<file path="src/hdl/battery_level_estimator_top_defines.svh">
// Assertion macros shared by the battery level estimator RTL.
// No dependencies; included by the files that carry checks.
`ifndef BATTERY_LEVEL_ESTIMATOR_TOP_DEFINES_SVH
`define BATTERY_LEVEL_ESTIMATOR_TOP_DEFINES_SVH

`ifndef SYNTHESIS
// Same-cycle implication check.
`define BLE_ASSERT_NOW(label, clk, rstn, ante, cons) \
    label: assert property (@(posedge clk) disable iff (!(rstn)) (ante) |-> (cons)) \
        else $error("%m: check failed");
// Next-cycle implication check.
`define BLE_ASSERT_NEXT(label, clk, rstn, ante, cons) \
    label: assert property (@(posedge clk) disable iff (!(rstn)) (ante) |=> (cons)) \
        else $error("%m: check failed");
`else
`define BLE_ASSERT_NOW(label, clk, rstn, ante, cons)
`define BLE_ASSERT_NEXT(label, clk, rstn, ante, cons)
`endif

`endif

</file>
<file path="src/hdl/ble_pkg.sv">
// Shared types and constants of the battery level estimator.
// No dependencies; imported by every module of the block.
package ble_pkg;

    localparam int SAMPLE_FIELDS        = 9;
    localparam int FIELD_W              = 12;
    localparam int SAMPLES_PER_ITEM_DEF = 9;
    localparam int ADC_BITS_DEF         = 12;
    localparam int VOLT_W               = 19;
    localparam int FRAC_BITS            = 16;
    localparam int PCT_W                = 7;
    localparam int ALPHA_W              = 16;
    localparam int HYST_W               = 7;
    localparam int CFG_DATA_W           = 16;

    localparam logic [ALPHA_W-1:0] ALPHA_RESET     = 16'd9830;
    localparam logic [HYST_W-1:0]  HYST_RESET      = 7'd2;
    localparam logic               NOTIFY_EN_RESET = 1'b1;

    localparam logic [PCT_W-1:0]  PCT_FULL = 7'd100;
    localparam logic [PCT_W-1:0]  PCT_MID  = 7'd50;
    localparam logic [VOLT_W-1:0] VOLT_MAX = 19'd432537;

    typedef enum logic [1:0] {
        CFG_SMOOTH_WEIGHT = 2'd0,
        CFG_REPORT_HYST   = 2'd1,
        CFG_NOTIFY_EN     = 2'd2
    } cfg_index_t;

    typedef logic [FIELD_W-1:0] sample_t;

    typedef struct packed {
        sample_t sample_0;
        sample_t sample_1;
        sample_t sample_2;
        sample_t sample_3;
        sample_t sample_4;
        sample_t sample_5;
        sample_t sample_6;
        sample_t sample_7;
        sample_t sample_8;
        logic    sink_present;
        logic    link_connected;
    } in_item_t;

    typedef struct packed {
        logic [PCT_W-1:0]  percent;
        logic [VOLT_W-1:0] filtered_voltage;
        sample_t           median_sample;
        logic              report;
        logic              notify;
    } out_item_t;

    // load: stage register takes its input; take: a real item enters the stage
    typedef struct packed {
        logic load;
        logic take;
    } stage_ctl_t;

endpackage

</file>
<file path="src/hdl/ble_rank_lane.sv">
// One median lane: ranks its own sample against all others of the item.
// Depends on ble_pkg.
module ble_rank_lane #(
    parameter int N      = ble_pkg::SAMPLES_PER_ITEM_DEF,
    parameter int SW     = ble_pkg::FIELD_W,
    parameter int RANK_W = $clog2(ble_pkg::SAMPLES_PER_ITEM_DEF),
    parameter int IDX    = 0
) (
    input  logic                  aclk,
    input  logic                  load,
    input  logic [N-1:0][SW-1:0]  samples,
    output logic [SW-1:0]         sample_reg,
    output logic [RANK_W-1:0]     rank_reg
);
    import ble_pkg::*;

    logic [RANK_W-1:0] rank_next;

    // Stable rank: ties go to the lower field index first.
    always_comb begin
        rank_next = '0;
        for (int j = 0; j < N; j++) begin
            if (j != IDX) begin
                if ((samples[j] < samples[IDX]) ||
                    ((samples[j] == samples[IDX]) && (j < IDX))) begin
                    rank_next = rank_next + RANK_W'(1);
                end
            end
        end
    end

    always_ff @(posedge aclk) begin
        if (load) begin
            sample_reg <= samples[IDX];
            rank_reg   <= rank_next;
        end
    end

endmodule

</file>
<file path="src/hdl/ble_median_merge.sv">
// Merge stage: picks the lane whose rank is the middle one.
// Depends on ble_pkg.
module ble_median_merge #(
    parameter int N      = ble_pkg::SAMPLES_PER_ITEM_DEF,
    parameter int SW     = ble_pkg::FIELD_W,
    parameter int RANK_W = $clog2(ble_pkg::SAMPLES_PER_ITEM_DEF)
) (
    input  logic                     aclk,
    input  logic                     load,
    input  logic [N-1:0][SW-1:0]     samples,
    input  logic [N-1:0][RANK_W-1:0] ranks,
    output logic [SW-1:0]            median_reg
);
    import ble_pkg::*;

    localparam int                MID      = N / 2;
    localparam logic [RANK_W-1:0] MID_RANK = RANK_W'(MID);

    logic [SW-1:0] median_next;

    // Ranks form a permutation, so exactly one lane hits.
    always_comb begin
        median_next = '0;
        for (int i = 0; i < N; i++) begin
            if (ranks[i] == MID_RANK) begin
                median_next = median_next | samples[i];
            end
        end
    end

    always_ff @(posedge aclk) begin
        if (load) begin
            median_reg <= median_next;
        end
    end

endmodule

</file>
<file path="src/hdl/ble_volt_scale.sv">
// Two-stage scaling of the median code to Q3.16 volts: raw * 6.6 / full scale.
// Reciprocal estimate, then one compare-and-increment correction. Depends on ble_pkg.
module ble_volt_scale #(
    parameter int ADC_BITS = ble_pkg::ADC_BITS_DEF,
    parameter int SW       = ble_pkg::FIELD_W
) (
    input  ble_pkg::stage_ctl_t      est_ctl,
    input  ble_pkg::stage_ctl_t      fix_ctl,
    input  logic                     aclk,
    input  logic [SW-1:0]            median,
    output logic [ble_pkg::VOLT_W-1:0] volt_reg,
    output logic [SW-1:0]            median_reg
);
    import ble_pkg::*;

    localparam logic [63:0] SCALE_K     = 64'd33;
    localparam logic [63:0] SCALE_NUM   = SCALE_K << FRAC_BITS;
    localparam logic [63:0] SCALE_DEN   = 64'd5 * ((64'd1 << ADC_BITS) - 64'd1);
    localparam logic [63:0] SCALE_RECIP = (SCALE_NUM << ADC_BITS) / SCALE_DEN;
    localparam int          DEN_W       = ADC_BITS + 3;
    localparam int          PROD_W      = SW + VOLT_W;
    localparam int          CHK_W       = VOLT_W + 1 + DEN_W;

    localparam logic [VOLT_W-1:0] RECIP = SCALE_RECIP[VOLT_W-1:0];
    localparam logic [DEN_W-1:0]  DEN   = SCALE_DEN[DEN_W-1:0];
    localparam logic [CHK_W-1:0]  KMUL  = SCALE_K[CHK_W-1:0];

    logic [PROD_W-1:0] est_prod;
    logic [PROD_W-1:0] est_shift;
    logic [VOLT_W-1:0] est_next;
    logic [VOLT_W-1:0] est_reg;
    logic [SW-1:0]     med_est_reg;
    logic [VOLT_W-1:0] est_inc;
    logic [CHK_W-1:0]  chk_lhs;
    logic [CHK_W-1:0]  chk_rhs;
    logic [VOLT_W-1:0] volt_next;

    // Estimate is the exact quotient or one below it.
    always_comb begin
        est_prod  = PROD_W'(median) * PROD_W'(RECIP);
        est_shift = est_prod >> ADC_BITS;
        est_next  = est_shift[VOLT_W-1:0];
    end

    always_ff @(posedge aclk) begin
        if (est_ctl.load) begin
            est_reg     <= est_next;
            med_est_reg <= median;
        end
    end

    // Bump the estimate when one more step still fits under raw * 33 << 16.
    always_comb begin
        est_inc   = est_reg + VOLT_W'(1);
        chk_lhs   = CHK_W'(est_inc) * CHK_W'(DEN);
        chk_rhs   = (CHK_W'(med_est_reg) * KMUL) << FRAC_BITS;
        volt_next = (chk_lhs <= chk_rhs) ? est_inc : est_reg;
    end

    always_ff @(posedge aclk) begin
        if (fix_ctl.load) begin
            volt_reg   <= volt_next;
            median_reg <= med_est_reg;
        end
    end

endmodule

</file>
<file path="src/hdl/ble_level_track.sv">
// EMA filter, percent mapping and report hysteresis, one stage each.
// Holds the filter and report state. Depends on ble_pkg.
module ble_level_track (
    input  logic                         aclk,
    input  logic                         aresetn,
    input  ble_pkg::stage_ctl_t          ema_ctl,
    input  ble_pkg::stage_ctl_t          pct_ctl,
    input  ble_pkg::stage_ctl_t          out_ctl,
    input  logic [ble_pkg::ALPHA_W-1:0]  smooth_weight,
    input  logic [ble_pkg::HYST_W-1:0]   report_hysteresis,
    input  logic                         notify_enable,
    input  logic [ble_pkg::VOLT_W-1:0]   volt_in,
    input  ble_pkg::sample_t             median_in,
    input  logic                         sink_present,
    input  logic                         link_connected,
    output ble_pkg::out_item_t           out_reg
);
    import ble_pkg::*;

    localparam int              ACC_W      = VOLT_W + FRAC_BITS + 2;
    localparam int              PW         = 24;
    localparam logic [PW-1:0]   HI_LIMIT   = 24'd5439488;  // 20x vs 83 << 16
    localparam logic [PW-1:0]   LO_LIMIT   = 24'd2162688;  // 10x vs 33 << 16
    localparam logic [PW-1:0]   MID_LIMIT  = 24'd1245184;  // 5x vs 19 << 16
    localparam logic [19:0]     DIV7_MUL   = 20'd293;      // exact /7 below 682
    localparam logic [ACC_W-1:0] ROUND_HALF = ACC_W'(32768);

    // ---- EMA stage ----
    logic [VOLT_W-1:0]        ema_reg;
    logic                     seeded_reg;
    sample_t                  med_ema_reg;
    logic signed [VOLT_W:0]   ema_delta;
    logic signed [ALPHA_W:0]  alpha_s;
    logic signed [ACC_W-1:0]  ema_prod;
    logic [ACC_W-1:0]         ema_acc;
    logic [VOLT_W-1:0]        ema_next;

    always_comb begin
        ema_delta = $signed({1'b0, volt_in}) - $signed({1'b0, ema_reg});
        alpha_s   = $signed({1'b0, smooth_weight});
        ema_prod  = alpha_s * ema_delta;
        ema_acc   = {2'b00, ema_reg, {FRAC_BITS{1'b0}}} + ema_prod + ROUND_HALF;
        ema_next  = seeded_reg ? ema_acc[FRAC_BITS +: VOLT_W] : volt_in;
    end

    always_ff @(posedge aclk) begin
        if (!aresetn) begin
            ema_reg    <= '0;
            seeded_reg <= 1'b0;
        end else if (ema_ctl.take) begin
            ema_reg    <= ema_next;
            seeded_reg <= 1'b1;
        end
    end

    always_ff @(posedge aclk) begin
        if (ema_ctl.load) begin
            med_ema_reg <= median_in;
        end
    end

    // ---- percent stage ----
    logic [PW-1:0]      x20, x10, x5;
    logic [PW-1:0]      hi_diff, hi_scaled, lo_diff, lo_scaled;
    logic [10:0]        hi_u;
    logic [19:0]        hi_q;
    logic [PCT_W-1:0]   pct_next;
    logic [PCT_W-1:0]   pct_reg;
    logic [VOLT_W-1:0]  ema_pct_reg;
    sample_t            med_pct_reg;

    always_comb begin
        x20       = PW'(ema_reg) * PW'(20);
        x10       = PW'(ema_reg) * PW'(10);
        x5        = PW'(ema_reg) * PW'(5);
        // upper segment: 50 + (5x - 19) * 200 / 7, split as >> 13 then / 7
        hi_diff   = x5 - MID_LIMIT;
        hi_scaled = hi_diff * PW'(25);
        hi_u      = hi_scaled[23:13];
        hi_q      = 20'(hi_u) * DIV7_MUL;
        // lower segment: (10x - 33) * 10
        lo_diff   = x10 - LO_LIMIT;
        lo_scaled = lo_diff * PW'(10);
        if (x20 >= HI_LIMIT) begin
            pct_next = PCT_FULL;
        end else if (x10 <= LO_LIMIT) begin
            pct_next = '0;
        end else if (x5 > MID_LIMIT) begin
            pct_next = PCT_MID + hi_q[17:11];
        end else begin
            pct_next = lo_scaled[22:16];
        end
    end

    always_ff @(posedge aclk) begin
        if (pct_ctl.load) begin
            pct_reg     <= pct_next;
            ema_pct_reg <= ema_reg;
            med_pct_reg <= med_ema_reg;
        end
    end

    // ---- report stage ----
    logic [PCT_W-1:0] last_reported_reg;
    logic             reported_once_reg;
    logic [PCT_W-1:0] pct_diff;
    logic             rep_fire;
    out_item_t        out_next;

    always_comb begin
        pct_diff = (pct_reg >= last_reported_reg) ? (pct_reg - last_reported_reg)
                                                  : (last_reported_reg - pct_reg);
        rep_fire = (!reported_once_reg || (pct_diff >= report_hysteresis)) && sink_present;
        out_next.percent          = pct_reg;
        out_next.filtered_voltage = ema_pct_reg;
        out_next.median_sample    = med_pct_reg;
        out_next.report           = rep_fire;
        out_next.notify           = rep_fire && notify_enable && link_connected;
    end

    always_ff @(posedge aclk) begin
        if (!aresetn) begin
            last_reported_reg <= '0;
            reported_once_reg <= 1'b0;
        end else if (out_ctl.take && rep_fire) begin
            last_reported_reg <= pct_reg;
            reported_once_reg <= 1'b1;
        end
    end

    always_ff @(posedge aclk) begin
        if (out_ctl.load) begin
            out_reg <= out_next;
        end
    end

endmodule

</file>
<file path="src/hdl/battery_level_estimator_top.sv">
// Battery level estimator: median of the sample beat, Q3.16 volts, EMA, percent, report.
// Depends on ble_pkg, ble_rank_lane, ble_median_merge, ble_volt_scale, ble_level_track.
//
// One input beat carries nine raw ADC codes and two status bits; one result beat comes
// back for each, in order. The block accepts a beat every clock cycle unless a stalled
// output holds it back; results pass the rank lanes, median merge, two scaling stages,
// EMA, percent and report/output register in turn. Each stage holds its own valid bit
// and loads whenever it is empty or its successor moves, so bubbles collapse and a
// stalled result does not block input until all seven stages are full. The rate is set
// by the two feedback loops, the EMA update and the report hysteresis, each closing around one stage.
// The median comes from one ranking lane per sample: each lane counts the samples below
// its own (ties broken by field order) and the merge stage picks the middle rank.
// Configuration writes (EMA alpha, report hysteresis, notify enable) are taken at once;
// write them only while no beat is in flight. Filter and report state clear on reset.
module battery_level_estimator_top #(
    parameter int SAMPLES_PER_ITEM = ble_pkg::SAMPLES_PER_ITEM_DEF,
    parameter int ADC_BITS         = ble_pkg::ADC_BITS_DEF
) (
    input  logic                              aclk,
    input  logic                              aresetn,
    input  logic                              s_valid,
    output logic                              s_ready,
    input  ble_pkg::in_item_t                 s_data,
    output logic                              m_valid,
    input  logic                              m_ready,
    output ble_pkg::out_item_t                m_data,
    input  logic                              cfg_valid,
    output logic                              cfg_ready,
    input  ble_pkg::cfg_index_t               cfg_index,
    input  logic [ble_pkg::CFG_DATA_W-1:0]    cfg_data
);
    import ble_pkg::*;

`include "battery_level_estimator_top_defines.svh"

    localparam int SW     = (ADC_BITS < FIELD_W) ? ADC_BITS : FIELD_W;
    localparam int RANK_W = $clog2(SAMPLES_PER_ITEM);

    // pipeline stage positions
    localparam int ST_RANK   = 0;
    localparam int ST_MEDIAN = 1;
    localparam int ST_EST    = 2;
    localparam int ST_FIX    = 3;
    localparam int ST_EMA    = 4;
    localparam int ST_PCT    = 5;
    localparam int ST_OUT    = 6;
    localparam int NST       = 7;

    function automatic sample_t sample_at(in_item_t item, int idx);
        case (idx)
            0:       return item.sample_0;
            1:       return item.sample_1;
            2:       return item.sample_2;
            3:       return item.sample_3;
            4:       return item.sample_4;
            5:       return item.sample_5;
            6:       return item.sample_6;
            7:       return item.sample_7;
            8:       return item.sample_8;
            default: return '0;
        endcase
    endfunction

    // ---- configuration registers ----
    logic [ALPHA_W-1:0] alpha_reg;
    logic [HYST_W-1:0]  hyst_reg;
    logic               notify_en_reg;

    assign cfg_ready = 1'b1;

    // Writes beyond the register list are dropped.
    always_ff @(posedge aclk) begin
        if (!aresetn) begin
            alpha_reg     <= ALPHA_RESET;
            hyst_reg      <= HYST_RESET;
            notify_en_reg <= NOTIFY_EN_RESET;
        end else if (cfg_valid) begin
            case (cfg_index)
                CFG_SMOOTH_WEIGHT: alpha_reg     <= cfg_data[ALPHA_W-1:0];
                CFG_REPORT_HYST:   hyst_reg      <= cfg_data[HYST_W-1:0];
                CFG_NOTIFY_EN:     notify_en_reg <= cfg_data[0];
                default: ;
            endcase
        end
    end

    // ---- stage valid bits and load enables ----
    logic [NST-1:0] vld_reg;
    logic [NST-1:0] vld_in;
    logic [NST-1:0] stage_load;
    logic [NST-1:0] stage_take;
    stage_ctl_t     ctl [NST];

    // A stage loads when empty or when the stage after it advances.
    always_comb begin
        stage_load[NST-1] = !vld_reg[NST-1] || m_ready;
        for (int k = NST - 2; k >= 0; k--) begin
            stage_load[k] = !vld_reg[k] || stage_load[k+1];
        end
        vld_in     = {vld_reg[NST-2:0], s_valid};
        stage_take = stage_load & vld_in;
        for (int k = 0; k < NST; k++) begin
            ctl[k].load = stage_load[k];
            ctl[k].take = stage_take[k];
        end
    end

    always_ff @(posedge aclk) begin
        if (!aresetn) begin
            vld_reg <= '0;
        end else begin
            vld_reg <= (stage_load & vld_in) | (~stage_load & vld_reg);
        end
    end

    assign s_ready = stage_load[ST_RANK];
    assign m_valid = vld_reg[ST_OUT];

    // ---- status flags travel alongside the datapath up to the report stage ----
    logic [ST_PCT:0] sink_reg;
    logic [ST_PCT:0] link_reg;

    always_ff @(posedge aclk) begin
        if (stage_load[ST_RANK]) begin
            sink_reg[ST_RANK] <= s_data.sink_present;
            link_reg[ST_RANK] <= s_data.link_connected;
        end
        for (int k = ST_MEDIAN; k <= ST_PCT; k++) begin
            if (stage_load[k]) begin
                sink_reg[k] <= sink_reg[k-1];
                link_reg[k] <= link_reg[k-1];
            end
        end
    end

    // ---- ranking lanes: one per sample, upper bits beyond the ADC width dropped ----
    logic [SAMPLES_PER_ITEM-1:0][SW-1:0]     lane_x;
    logic [SAMPLES_PER_ITEM-1:0][SW-1:0]     lane_sample;
    logic [SAMPLES_PER_ITEM-1:0][RANK_W-1:0] lane_rank;

    always_comb begin
        for (int i = 0; i < SAMPLES_PER_ITEM; i++) begin
            lane_x[i] = SW'(sample_at(s_data, i));
        end
    end

    for (genvar g = 0; g < SAMPLES_PER_ITEM; g++) begin : g_lane
        ble_rank_lane #(
            .N      (SAMPLES_PER_ITEM),
            .SW     (SW),
            .RANK_W (RANK_W),
            .IDX    (g)
        ) u_lane (
            .aclk       (aclk),
            .load       (stage_load[ST_RANK]),
            .samples    (lane_x),
            .sample_reg (lane_sample[g]),
            .rank_reg   (lane_rank[g])
        );
    end

    // ---- merge lanes into the median ----
    logic [SW-1:0] median_reg;

    ble_median_merge #(
        .N      (SAMPLES_PER_ITEM),
        .SW     (SW),
        .RANK_W (RANK_W)
    ) u_merge (
        .aclk       (aclk),
        .load       (stage_load[ST_MEDIAN]),
        .samples    (lane_sample),
        .ranks      (lane_rank),
        .median_reg (median_reg)
    );

    // ---- scale the median code to volts ----
    logic [VOLT_W-1:0] volt_fix;
    logic [SW-1:0]     median_fix;

    ble_volt_scale #(
        .ADC_BITS (ADC_BITS),
        .SW       (SW)
    ) u_scale (
        .est_ctl    (ctl[ST_EST]),
        .fix_ctl    (ctl[ST_FIX]),
        .aclk       (aclk),
        .median     (median_reg),
        .volt_reg   (volt_fix),
        .median_reg (median_fix)
    );

    // ---- EMA, percent, report; the last stage is the output register ----
    out_item_t out_reg;

    ble_level_track u_track (
        .aclk              (aclk),
        .aresetn           (aresetn),
        .ema_ctl           (ctl[ST_EMA]),
        .pct_ctl           (ctl[ST_PCT]),
        .out_ctl           (ctl[ST_OUT]),
        .smooth_weight     (alpha_reg),
        .report_hysteresis (hyst_reg),
        .notify_enable     (notify_en_reg),
        .volt_in           (volt_fix),
        .median_in         (FIELD_W'(median_fix)),
        .sink_present      (sink_reg[ST_PCT]),
        .link_connected    (link_reg[ST_PCT]),
        .out_reg           (out_reg)
    );

    assign m_data = out_reg;

    // ---- checks ----
    `BLE_ASSERT_NOW(a_pct_range, aclk, aresetn, m_valid, m_data.percent <= PCT_FULL)
    `BLE_ASSERT_NOW(a_volt_range, aclk, aresetn, m_valid, m_data.filtered_voltage <= VOLT_MAX)
    `BLE_ASSERT_NOW(a_notify_needs_report, aclk, aresetn, m_valid && m_data.notify, m_data.report)
    `BLE_ASSERT_NOW(a_full_stall_blocks_input, aclk, aresetn, (&vld_reg) && !m_ready, !s_ready)
    `BLE_ASSERT_NEXT(a_full_stall_keeps_items, aclk, aresetn, (&vld_reg) && !m_ready, &vld_reg)

endmodule

</file>
<file path="config.mk">
export PLATFORM = sky130hd
export DESIGN_NAME = battery_level_estimator_top
export DESIGN_NICKNAME = d
export VERILOG_FILES = /design/src/hdl/ble_pkg.sv /design/src/hdl/ble_rank_lane.sv /design/src/hdl/ble_median_merge.sv /design/src/hdl/ble_volt_scale.sv /design/src/hdl/ble_level_track.sv /design/src/hdl/battery_level_estimator_top.sv
export VERILOG_INCLUDE_DIRS = /design/src /design/src/hdl
export SDC_FILE = /design/constraint.sdc
export NUM_CORES = 2
export LEC_CHECK = 0
export BUFFER_PORTS_ARGS = -buffer_cell sky130_fd_sc_hd__buf_2
export CAP_MARGIN = 0
export CORE_UTILIZATION = 25
export DETAILED_ROUTE_END_ITERATION = 7
export HOLD_SLACK_MARGIN = 0.1
export PLACE_DENSITY = 0.44
export SLEW_MARGIN = 20
export SYNTH_ARGS = -nofsm -noshare
export SYNTH_HDL_FRONTEND = slang
export SYNTH_SLANG_ARGS = --single-unit
</file>
<file path="constraint.sdc">
create_clock -name aclk -period 23.8 [get_ports aclk]
set_input_delay 4.76 -clock aclk [delete_from_list [all_inputs] [get_ports aclk]]
set_output_delay 4.76 -clock aclk [all_outputs]
set_load 0.05 [all_outputs]
</file>
# Word level (Yosys, flattened, before mapping)

Cells that the tools add are included.
W data, S select, Z words.

Register bits: 379
Input bits: 133
Output and inout bits: 43
Word-level logic and storage cells: 419

Add/subtract/negate cells: 72
Multipliers: 10
$lt $le $gt $ge: 78
Eq/ne operators: 47
Mux-type cells: 86
Bitwise operators: 12
Reduce and logical (&&, ||, !) cells: 61

Operators by type and width:

| operator                 | count |
|---|---|
| $lt A12 B12 Y1           | 72 |
| $eq A12 B12 Y1           | 36 |
| $add A4 B1 Y4 const B    | 61 |
| $mux W4                  | 61 |
| $mux W12                 | 9 |
| $or A12 B12 Y12          | 8 |
| $mul A19 B3 Y22 const B  | 3 |
| $logic_or A1 B1 Y1       | 44 |
| $mux W19                 | 2 |
| $eq A4 B3 Y1 const B     | 9 |
| $add A35 B16 Y35 const B | 1 |
| $add A35 B35 Y35         | 1 |
| $mul A17 B20 Y35         | 1 |
| $le A34 B34 Y1           | 1 |
| $mul A19 B15 Y34 const B | 1 |
| $mul A12 B19 Y31 const B | 1 |
| $ge A24 B23 Y1 const B   | 1 |
| $mul A24 B3 Y22 const B  | 1 |
| $mul A24 B5 Y24 const B  | 1 |
| $sub A23 B22 Y24 const B | 1 |
| $le A23 B22 Y1 const B   | 1 |
| $sub A22 B21 Y23 const B | 1 |
| $gt A22 B21 Y1 const B   | 1 |
| $mux W7                  | 3 |
| 20 further kinds         | 45 |

# Logic depth before layout (Yosys ltp)

Depth in word-level cells: 18
Depth in mapped cells: 51
Gate-level depth less buffers: 50

# Cells and area by module

A second synthesis with hierarchy kept.

Cells, all modules: 6872
Area, all modules: 66555.1 sq um

By module, submodules not included:

| module                           | times used | cells each | area each (sq um) | seq. area each (sq um) |
|---|---|---|---|---|
| ble_level_track                  | 1          | 2401       | 23038.3           | 3263.1 |
| ble_volt_scale                   | 1          | 1193       | 12147.9           | 1861.8 |
| ble_rank_lane (g_lane[4].u_lane) | 1          | 372        | 3395.8            | 480.5 |
| ble_rank_lane (g_lane[6].u_lane) | 1          | 342        | 3269.4            | 480.5 |
| ble_rank_lane (g_lane[8].u_lane) | 1          | 330        | 3240.6            | 480.5 |
| ble_rank_lane (g_lane[2].u_lane) | 1          | 355        | 3218.1            | 480.5 |
| ble_rank_lane (g_lane[5].u_lane) | 1          | 331        | 3163.0            | 480.5 |
| ble_rank_lane (g_lane[7].u_lane) | 1          | 339        | 3138.0            | 480.5 |
| ble_rank_lane (g_lane[3].u_lane) | 1          | 331        | 3056.7            | 480.5 |
| ble_rank_lane (g_lane[0].u_lane) | 1          | 317        | 3055.4            | 480.5 |
| ble_rank_lane (g_lane[1].u_lane) | 1          | 323        | 3041.7            | 480.5 |
| battery_level_estimator_top      | 1          | 148        | 1589.0            | 980.9 |
| ble_median_merge                 | 1          | 90         | 1201.2            | 360.3 |

# Least setup slack after synthesis

Ideal clock, no wire load.

Path kind: input-to-output
From: input m_ready
To: output s_ready
Arrival: 8.804 ns
Required time: 19.040 ns
Path slack: 10.236 ns
Stages on the path: 5
Path buffers: 0
Path through: nor2b_1 and3_1 and2_1 and3_1 nand2_1

Cells in the longest elaborated chain, start to end: 7

RTL lines:

| what                             | line                              | source |
|---|---|---|
| start, declared                  | battery_level_estimator_top.sv:25 | `input logic m_ready,` |
| $logic_or A1 B1 Y1               | battery_level_estimator_top.sv:96 | `stage_load[NST-1] = !vld_reg[NST-1] \|\| m_ready;` |
| $logic_or A1 B1 Y1 (6 in series) | battery_level_estimator_top.sv:98 | `stage_load[k] = !vld_reg[k] \|\| stage_load[k+1];` |
| end, declared                    | battery_level_estimator_top.sv:22 | `output logic s_ready,` |

Every way passes these cells.

# Final worst setup path

From: register u_scale.est_reg[0]
To: register u_scale.volt_reg[6] in the netlist's numbering (data pin)

Cells in the longest elaborated chain, start to end: 4

RTL lines:

| what                     | line                 | source |
|---|---|---|
| start, declared          | ble_volt_scale.sv:31 | `logic [VOLT_W-1:0] est_reg;` |
| start signal, assigned   | ble_volt_scale.sv:47 | `est_reg <= est_next;` |
| $add A19 B1 Y19 (*)      | ble_volt_scale.sv:54 | `est_inc = est_reg + VOLT_W'(1);` |
| $mul A19 B15 Y34         | ble_volt_scale.sv:55 | `chk_lhs = CHK_W'(est_inc) * CHK_W'(DEN);` |
| $le A34 B34 Y1           | ble_volt_scale.sv:57 | `volt_next = (chk_lhs <= chk_rhs) ? est_inc : est_reg;` |
| $mux W19 (*)             | ble_volt_scale.sv:57 |  |
| via u_scale.volt_next[6] | ble_volt_scale.sv:36 | `logic [VOLT_W-1:0] volt_next;` |
| end signal, assigned     | ble_volt_scale.sv:62 | `volt_reg <= volt_next;` |
| end, declared            | ble_volt_scale.sv:11 | `output logic [ble_pkg::VOLT_W-1:0] volt_reg,` |

The timed path passes the listed nets; every way through them passes the cells marked *.
A chain may end at the register's enable or synchronous reset.

==> results.md <==
- Largest fanout on the critical path: 20
- R2R setup slack: 12.32 ns
- Multi-input logic area: 0.0395 mm2
- HP Start: u_track.med_pct_reg[8]$_DFFE_PP_
- Top cell type by total area after synthesis: ha_1
- CTS tree: yes
- Max-cap viol count: 0
- Multiplexer share of the synthesized area: 1.42%
- Ys flop type: edfxtp_1
- FF-to-FF Start: u_scale.est_reg[0]$_DFFE_PP_
- Largest net degree at the start of global routing: 53
- Crit path depth: 41
- Fmax: 0.0871 GHz
- Actual slew at the worst max-slew pin: 1.13 ns
- Slew Limit Headroom: 24.0%
- Mapped Nets: between 7000 and 8000
- Hold_buf cts: 0
- Antenna violations before repair: 29
- Sequential area share after synthesis: 19.8%
- Sequential Area: 0.0108 mm2
- FF-to-FF path depth: just over 40
- Yosys reg bits: 379
- Synth Area in Adders: 44.2%
- Number of buffers added for setup after CTS: 0
- Startpoint Class: register
- DIE AREA: 0.220 mm2
- Synth cell count leaders: ha_1, inv_1, fa_1, nand2_1, edfxtp_1
- Synthesized instance count: about 5500
- Clk_lat worst skew: 0.64 ns
- RSZ-0062 raised after global routing: no
- Via density per instance: between 4 and 5
- Port bufs: 174
- Number of synthesized flops with an enable pin: 320
- Critical path type: register to register
- Setup-failing EPs final: 0
- CP max stage cell: nand2_1
- Delay-heaviest family, CP: adder cells
- CP peak stage delay: just over 0.6 ns
- Fin Setup TNS: 0 ns
- Antenna-violating nets left: 0
- Wire per inst: about 19 um
- Post-route DRC: 0
- Total I/O pin count: 176
- Post-Synth XOR/XNOR Area: 5.13%
- Synth async-reset ratio: 0%
- Max-slew violations: 0
- Synthesized cell area: about 0.054 mm2
- Status: completed
- Compound-Gate Fraction of Synth Area: 10.2%
- Hold path cells: 0
- Synthesis-to-layout area growth: 11.3%
- DP Wirelength: 136000 um
- Total wire length: 165000 um
- Worst path most repeated cell: fa_1
- DR iter-0 viols: 1871
- Bufs and invs on worst path: 4
- GRT Resource Usage Total: 15.1%
- CTS sink cnt: 379
- Worst EP required: 24.17 ns
- Vias in the first global route: approximately 42000
- CTS clock-pin slew for the worst setup and hold paths: 0.06 ns
- HP Class: register to register
- GP Congestion: 0.873
- Core ar.: 0.215 mm2
- Post-layout net count: 7434
- Yosys cell types: 105
- YS warnings: 0
- Syn avg cell area: 9.86 um2
- Arr. time, crit path: 11.84 ns
- H-tree levels: 2
- CTS buffer count: 49
- # resized after CTS: 0
- Main combinational cell family by area after synthesis: adder cells
- Overflow left after global routing: 0
- FILL cells: 22700
- First-pass GRT wire length: 252000 um
- RR Endpoint: u_scale.volt_reg[6]$_DFFE_PP_
- Initial Util: between 20 and 30%
- Die span in y: approximately 470 um
- Final Skew: around 0.032 ns
- Worst Setup End Kind: register
- Root Buffer: clkbuf_16
- Period utilization: 48.2%
- Simple-Gate Fraction of Synth Area: about 12%
- Final min period: 11.48 ns
- Max FFs per register: approximately 110
- Yosys top cell area share: 24.5%
- DR vias: 39500
- Area contributors post-synth: ha_1, fa_1, edfxtp_1
- Die W: 469 um
- Top-count cell post-synth: ha_1
- Clock Path Buffers: 3
- Layout cells sized above 1: 7.51%
- Fin. Hold Viols: 0
- Std-Cell Rows: 170
- 1st-pass router iterations: 5
- Worst hold endpoint: u_track.out_reg[10]$_DFFE_PP_
## per-layer routing
| metal | wire (um) | global-route usage, % | vias to the layer above |
|---|---|---|---|
| li1 | - | - | 19000 |
| met1 | 75100 | 19.8 | 19600 |
| met2 | 79800 | 26.4 | 692 |
| met3 | 5450 | 1.54 | 189 |
| met4 | 4290 | 3.71 | 12 |
| met5 | 85 | 0 | - |
## metrics by stage
step                      hold slack, ns  cell area, um2  setup WS (ns)  util [%]  cells
after floorplan                    0.400           54400          10.24         -   5519
after global placement             0.403           59000          12.43      27.4   8488
after detailed placement           0.405           59000          12.33      27.4   8488
after CTS                          0.395           60600          12.26      28.1   8580
after global routing               0.406           60600          11.32      28.1   8581
final                              0.401           60600          12.32      28.1   8587
## layout by cell type, fill, tap and decap left out, drive strengths merged, types with 15 or more instances in the layout
cell	count
nor3	55
and3	31
clkbuf	58
edfxtp	320
o211ai	17
a221oi	22
and2	146
o21ai	138
mux2	37
ha	1064
nand2	390
buf	229
nand2b	67
mux2i	35
nand3	73
nor2	193
fa	536
a22oi	15
or3	15
inv	1016
xor2	84
a21oi	242
o21bai	17
a211oi	22
nor2b	90
dfxtp	59
o21a	49
xnor2	218
clkinv	19
a21o	163
or2	15
nand4	99
## final cells by class
type                       instances  area share (%)
antenna                            7          0.0289
inverter                        1010            6.26
clock buffer                      58            2.08
clock inverter                    34           0.574
timing repair buffer             229            2.12
multi-input combinational       4032            65.3
sequential                       379            17.8
tap                             2838            5.86
## worst max path at each step
stage	startpoint	slack (ns)	end
after global placement	u_track.ema_reg[0]$_SDFFE_PN0P_	12.43	u_track.pct_reg[6]$_SDFFCE_PP1P_
after floorplan	m_ready	10.24	s_ready
after detailed placement	u_scale.est_reg[0]$_DFFE_PP_	12.33	u_scale.volt_reg[9]$_DFFE_PP_
final	u_scale.est_reg[0]$_DFFE_PP_	12.32	u_scale.volt_reg[6]$_DFFE_PP_
after CTS	u_scale.est_reg[0]$_DFFE_PP_	12.26	u_scale.volt_reg[18]$_DFFE_PP_
after global routing	u_scale.est_reg[0]$_DFFE_PP_	11.32	u_scale.volt_reg[11]$_DFFE_PP_
## cell families after synthesis
| kind of cell | after synthesis |
|---|---|
| AOI/OAI and AO/OA | 824 |
| xor gates and xnor gates | 302 |
| adders and majority gates | 1601 |
| buffers and inverters | 1108 |
| DFF | 379 |
| muxes | 72 |
| other | 1 |
| and+or+nand+nor | 1232 |
Power is not shown: default switching activity piles up to over one toggle a cycle in this logic, so the estimate is an artifact.
